==> src/hw/rtl/gsa_pkg.sv <==
// Package for the generational slot allocator: constants, codes, payload
// and controller/datapath interface types. No dependencies.
`default_nettype none
package gsa_pkg;

  localparam int MaxChunks     = 8;
  localparam int SlotsPerChunk = 64;
  localparam int TotalSlots    = MaxChunks * SlotsPerChunk;
  localparam int ChunkW        = $clog2(MaxChunks);
  localparam int OffW          = $clog2(SlotsPerChunk);
  localparam int AddrW         = $clog2(TotalSlots);
  localparam int OpenW         = ChunkW + 1;
  localparam int FillW         = OffW + 1;
  localparam int CfgW          = 7;
  localparam int IdxW          = 10;
  localparam int GenW          = 8;
  localparam int CntW          = 10;
  localparam int DivSteps      = IdxW;

  localparam logic [GenW-1:0] MaxGeneration = 8'd255;
  localparam logic [CfgW-1:0] CfgReset      = 7'd64;

  localparam logic [1:0] ReqAlloc  = 2'd0;
  localparam logic [1:0] ReqFree   = 2'd1;
  localparam logic [1:0] ReqLookup = 2'd2;

  localparam logic [1:0] StOk   = 2'd0;
  localparam logic [1:0] StFull = 2'd1;
  localparam logic [1:0] StBad  = 2'd2;

  localparam logic [1:0] KindBad    = 2'd0;
  localparam logic [1:0] KindFull   = 2'd1;
  localparam logic [1:0] KindAlloc  = 2'd2;
  localparam logic [1:0] KindHandle = 2'd3;

  typedef struct packed {
    logic [1:0]      req_type;
    logic [IdxW-1:0] req_index;
    logic [GenW-1:0] req_generation;
  } req_t;

  typedef struct packed {
    logic [1:0]      status;
    logic [IdxW-1:0] out_index;
    logic [GenW-1:0] out_generation;
  } res_t;

  typedef struct packed {
    logic       clr_step;
    logic       load;
    logic       sel_free;
    logic       sel_new;
    logic       fill_step;
    logic       open_done;
    logic       q_rd;
    logic       s_rd_alloc;
    logic       div_step;
    logic       s_rd_hdl;
    logic       emit;
    logic [1:0] kind;
  } cmd_t;

  typedef struct packed {
    logic clr_last;
    logic fill_last;
    logic div_last;
    logic any_free;
    logic all_open;
    logic hdl_bad;
  } sts_t;

endpackage
`default_nettype wire

==> src/hw/rtl/gsa_ctrl.sv <==
// Allocator controller: sequences clear, allocate, chunk open, divide and
// handle checks. Depends on gsa_pkg.
`default_nettype none
module gsa_ctrl import gsa_pkg::*; (
  input  wire logic       clk_i,
  input  wire logic       rst_ni,
  input  wire logic       start_i,
  input  wire logic [1:0] req_type_i,
  input  wire sts_t       sts_i,
  output      cmd_t       cmd_o,
  output      logic       busy_o
);

  localparam logic [3:0] SClr  = 4'd0;
  localparam logic [3:0] SIdle = 4'd1;
  localparam logic [3:0] SAsel = 4'd2;
  localparam logic [3:0] SFill = 4'd3;
  localparam logic [3:0] SQrd  = 4'd4;
  localparam logic [3:0] SSrdA = 4'd5;
  localparam logic [3:0] SAwr  = 4'd6;
  localparam logic [3:0] SDiv  = 4'd7;
  localparam logic [3:0] SHrd  = 4'd8;
  localparam logic [3:0] SHfin = 4'd9;

  logic [3:0] state_q, state_d;

  always_ff @(posedge clk_i or negedge rst_ni) begin
    if (!rst_ni) begin
      state_q <= SClr;
    end else begin
      state_q <= state_d;
    end
  end

  always_comb begin
    cmd_o   = '0;
    state_d = state_q;
    busy_o  = (state_q != SIdle);
    case (state_q)
      SClr: begin
        cmd_o.clr_step = 1'b1;
        if (sts_i.clr_last) state_d = SIdle;
      end
      SIdle: begin
        if (start_i) begin
          cmd_o.load = 1'b1;
          case (req_type_i)
            ReqAlloc:  state_d = SAsel;
            ReqFree:   state_d = SDiv;
            ReqLookup: state_d = SDiv;
            default: begin
              cmd_o.emit = 1'b1;
              cmd_o.kind = KindBad;
            end
          endcase
        end
      end
      SAsel: begin
        if (sts_i.any_free) begin
          cmd_o.sel_free = 1'b1;
          state_d = SQrd;
        end else if (sts_i.all_open) begin
          cmd_o.emit = 1'b1;
          cmd_o.kind = KindFull;
          state_d = SIdle;
        end else begin
          cmd_o.sel_new = 1'b1;
          state_d = SFill;
        end
      end
      SFill: begin
        cmd_o.fill_step = 1'b1;
        if (sts_i.fill_last) begin
          cmd_o.open_done = 1'b1;
          state_d = SQrd;
        end
      end
      SQrd: begin
        cmd_o.q_rd = 1'b1;
        state_d = SSrdA;
      end
      SSrdA: begin
        cmd_o.s_rd_alloc = 1'b1;
        state_d = SAwr;
      end
      SAwr: begin
        cmd_o.emit = 1'b1;
        cmd_o.kind = KindAlloc;
        state_d = SIdle;
      end
      SDiv: begin
        cmd_o.div_step = 1'b1;
        if (sts_i.div_last) state_d = SHrd;
      end
      SHrd: begin
        if (sts_i.hdl_bad) begin
          cmd_o.emit = 1'b1;
          cmd_o.kind = KindBad;
          state_d = SIdle;
        end else begin
          cmd_o.s_rd_hdl = 1'b1;
          state_d = SHfin;
        end
      end
      SHfin: begin
        cmd_o.emit = 1'b1;
        cmd_o.kind = KindHandle;
        state_d = SIdle;
      end
      default: begin
        state_d = SIdle;
      end
    endcase
  end

endmodule
`default_nettype wire

==> config.mk <==
export PLATFORM = sky130hd
export DESIGN_NAME = gsa_ctrl
export DESIGN_NICKNAME = d
export VERILOG_FILES = /design/src/hw/rtl/gsa_pkg.sv /design/src/hw/rtl/gsa_ctrl.sv
export SDC_FILE = /design/constraint.sdc
export NUM_CORES = 1
export LEC_CHECK = 0
export BUFFER_PORTS_ARGS = -buffer_cell sky130_fd_sc_hd__buf_4
export CAP_MARGIN = 20
export CORE_AREA = 3 3 40 42
export CTS_BUF_LIST = sky130_fd_sc_hd__clkbuf_16
export CTS_CLUSTER_SIZE = 40
export DETAILED_ROUTE_END_ITERATION = 10
export DIE_AREA = 0 0 43 45
export PLACE_DENSITY = 0.73
export SETUP_SLACK_MARGIN = 0.2
export SLEW_MARGIN = 15
export SYNTH_ARGS = -nofsm -noshare
export SYNTH_HDL_FRONTEND = slang
export SYNTH_SLANG_ARGS = --single-unit
==> constraint.sdc <==
create_clock -name clk_i -period 1.65 [get_ports clk_i]
set_clock_uncertainty 0.1 [all_clocks]
set_input_delay 0.33 -clock clk_i [delete_from_list [all_inputs] [get_ports clk_i]]
set_output_delay 0.33 -clock clk_i [all_outputs]
set_load 0.05 [all_outputs]
==> impl_results.md, run 1 <==
- Root Buffer: clkbuf_16
- Yosys top cell area share: 20.30%
- RePlAce Congestion: 0.8988
- CTS Buf Count: 3
- Post-Syn Instances: 65
- Post-synth top cells: 6 x nor2_1, 6 x nor3_1, 5 x inv_1, 5 x nand2b_1, 4 x dfrtp_1
- Asr flop ratio synth: 100.0%
- Exit stage: 4_1_cts
- First error: [ERROR DPL-0033] detailed placement checks failed during check placement.
- Chip width: 43 um
- Synth area leader: dfrtp_1
- Netlist cell types: 36
- Outcome: stopped before the end
- Synth area leaders: dfrtp_1 20%, nand2b_1 6.3%, nor3_1 6.1%
- Ys Warns: 0
- I/O Buffers: 24
- Syn Nets: 78
- Post_cts resized: 47
- Hold Buf Count CTS: 1
- Post-DP HPWL: 1438 um
- Io pins: 25
- Predominant post-synthesis flop cell: dfrtp_1
- Mapped Area: 493.0 um2
- CTS H-Tree Depth: 1
- Postcts setup bufs: 7
- Seq/Total Area, Yosys: 20.30%
- Clock Path Buffers: 2
- Placed Area: 953.4 um2
- EDFF count, synth: 0
- Clock sinks: 4
- Starting density of the core: 38.36%
- Syn Area/Cell: 7.584 um2
- Die height: 45 um
- Placed cell count: 125
- Yosys reg bits: 4
- Rows: 13
==> logic make-up after synthesis <==
| group | after synthesis | synth area share (%) |
|---|---|---|
| flip-flops | 4 | 20.31 |
| AO/OA/AOI/OAI | 16 | 24.37 |
| buffers and inverters | 9 | 9.390 |
| multiplexers | 1 | 2.284 |
| adder cells (fa/ha/maj) | 2 | 5.075 |
| AND/OR/NAND/NOR | 33 | 38.58 |
==> stage by stage <==
stage | utilization [%] | setup slack (ns) | setup TNS, ns
after floorplan | - | -0.2803 | -1.460
after global placement | 74.20 | -0.1443 | -0.4234
after detailed placement | 74.20 | -0.2053 | -0.5790
==> run 2: changes to the inputs <==
CORE_AREA = 3 3 64 66   (was 3 3 40 42)
CTS_BUF_LIST = unset   (was sky130_fd_sc_hd__clkbuf_16)
CTS_CLUSTER_SIZE = unset   (was 40)
DIE_AREA = 0 0 67 69   (was 0 0 43 45)
PLACE_DENSITY = unset   (was 0.73)
PLACE_DENSITY_LB_ADDON = 0.15   (was unset)
SETUP_SLACK_MARGIN = unset   (was 0.2)
clock period = 2.15 ns   (was 1.65 ns; I/O delays follow)
==> run 2 against run 1 <==
  * The run now ends clean
  * Synthesized area stayed put
  * Synthesized cell count is the same
==> impl_results.md, run 2 <==
- Outcome: complete, no violations (was stopped before the end)
- Critical path class: reg2out
- Vias: 630
- Routed WL per cell: 12.68 um
- # setup viols final: 0
- Startpoint class of the critical path: flip-flop
- Area Growth Syn to Fin: 85.03%
- Post-synth top cells: 6 x nor2_1, 6 x nor3_1, 5 x inv_1, 5 x nand2b_1, 4 x dfrtp_1 (unchanged)
- Final number of hold-violating endpoints: 0
- Clock latency on the worst-skew pair: 0.22 ns
- Yosys reg bits: 4 (unchanged)
- Clock sinks: 4 (unchanged)
- Synth area leaders: dfrtp_1 20%, nand2b_1 6.3%, nor3_1 6.1% (unchanged)
- Final wirelength: 1889 um
- Fmax: 473.0 MHz
- Slew headroom: 82.36%
- Biggest regs: state_q (4)
- Commonest non-fill, non-tap cell in the layout: buf_4
- Crit path DAT: 1.58 ns
- Congestion Overflow GR: 0
- Die footprint: 4623 um2
- Yosys top cell area share: 20.30% (unchanged)
- Number of global-route vias before repair: 597
- CTS H-Tree Depth: 1 (unchanged)
- Sequential power share: 13.8%
- Worst Path Max Fanout: 8
- Initial antenna violation count: 0
- Multi-input gate area: 404.1 um2
- LEAKAGE: 0.4306 nW
- Min-delay src: sts_i[3]
- Setup WS pre-CTS: 0.05483 ns (was -0.2053 ns)
- Total Routing Usage GR: 8.053%
- RePlAce Congestion: 0.6839 (was 0.8988)
- I/O Buffers: 24 (unchanged)
- Register area: 105.1 um2
- Antenna Cells: 0
- P_int: 0.6035 mW
- Drt drc: 0
- Ys Warns: 0 (unchanged)
- Classification of the worst-slack hold path: in2reg
- Sw Share: 53.06%
- Largest net degree at the start of global routing: 12
- CTS Buf Count: 3 (unchanged)
- RR Startpoint: state_q[3]
- Die height: 69 um (was 45 um)
- EDFF count, synth: 0 (unchanged)
- Sw power: 0.6820 mW
- CTS tree: yes
- Total core area: 3633 um2
- WHS: 0.3376 ns
- Layout cells sized above 1: 56.44%
- Rows: 22 (was 13)
- Top reg by flops: state_q
- Worst EP required: 1.62 ns
- Tmin final: 2.114 ns
- Root Buffer: clkbuf_8 (was clkbuf_16)
- Post-DP HPWL: 1459 um (was 1438 um)
- Maximum vdd drop: 0.0004693 V
- Post-Syn Instances: 65 (unchanged)
- Worst-margin pin slew: 0.2645 ns
- First-pass GRT wire length: 2925 um
- Period utilization: 98.34%
- Max Cap Viol: 0
- PD cells: 1409 nW/um2
- Setup ws final: 0.03572 ns
- Seq/Total Area, Yosys: 20.30% (unchanged)
- Fillers: 424
- Antenna-violating nets left: 0
- Max-slew violations: 0
- Chip width: 67 um (was 43 um)
- Predominant post-synthesis flop cell: dfrtp_1 (unchanged)
- Clock Path Buffers: 2 (unchanged)
- Io pins: 25 (unchanged)
- CP Launch Point: state_q[0]
- Starting density of the core: 13.57% (was 38.36%)
- Worst-path clk slew: 0.03 ns
- Crit end category: output pin
- Final net count: 116
- Asr flop ratio synth: 100.0% (unchanged)
- Synth area leader: dfrtp_1 (unchanged)
- Clk network pwr share: 12.0%
- Netlist cell types: 36 (unchanged)
- Syn Area/Cell: 7.584 um2 (unchanged)
- Syn Nets: 78 (unchanged)
- DR vias/cell: 4.228
- Combinational share of power: 74.1%
- Pre-antenna DRT Iters: 4
- Largest register FFs: 4
- Mapped Area: 493.0 um2 (unchanged)
- Initial drt markers: 9
## run 2: final timing paths
kind / cells past startpoint / slack (ns) / end
max in group asynchronous: 2 / 1.39 / state_q[1]
hold reg to reg: 2 / 0.54 / state_q[1]
hold / removal: 2 / 0.34 / state_q[2]
min in group asynchronous: 2 / 0.45 / state_q[3]
setup reg to reg: 4 / 0.40 / state_q[0]
setup / recovery: 5 / 0.04 / cmd_o[2]
## run 2: per-layer routing
metal | global-route usage [%] | share of wire (%)
met2 | 12.12 | 48
met3 | 2.117 | 5.1
met1 | 10.66 | 47
met4 | 3.378 | 0
met5 | 0 | 0
## run 2: worst max-delay path, cell delays in order (launching register included)
cell	delay [ns]
dfrtp_2	0.45
buf_4	0.19
nor2_2	0.12
o32ai_2	0.09
a221o_2	0.31
buf_4	0.19
## run 2: stage by stage
stage / power [mW] / instances / util [%] / cell area (um2) / setup TNS [ns]
floorplan: 0.7674 / 65 / - / 516.7 / -1.001
global route: 1.371 / 149 / 25.10 / 912.1 / -0.002003
finish: 1.286 / 149 / 25.10 / 912.1 / 0
CTS: 1.245 / 145 / 23.76 / 863.3 / 0
global placement: 1.063 / 140 / 21.52 / 782.0 / -0.02360
detailed placement: 1.051 / 140 / 21.52 / 782.0 / 0
## run 2: logic make-up after synthesis
kind of cell	share of synthesized area (%)
DFF	20.31
and+or+nand+nor	38.58
muxes	2.284
adders and majority gates	5.075
buffers and inverters	9.390
AOI/OAI and AO/OA	24.37
## run 2: layout make-up
class	instances	share of cell area (%)
repair buffers	37	31.00
multi-input cells	52	44.31
inverters	5	2.058
flip-flops and latches	4	11.52
well taps	48	6.584
clock buffers	3	4.527
## run 2: repair_timing
action	4_1_cts	5_1_grt
endpoints found under the setup margin	2	2
hold endpoints to repair	4	0
hold buffers	1	0
buffers inserted	1	4
gates resized for setup	7	6
pin swaps	1	0
gates cloned	0	0
## run 2: power by group through the flow
stage	Clock, mW	Sequential, mW	Combinational, mW
after floorplan	0	0.134	0.633
after global placement	0	0.181	0.882
after detailed placement	0	0.173	0.878
after CTS	0.158	0.177	0.910
after global routing	0.165	0.183	1.02
final	0.155	0.178	0.953
Note: power is estimated with default switching activity, not from simulation.
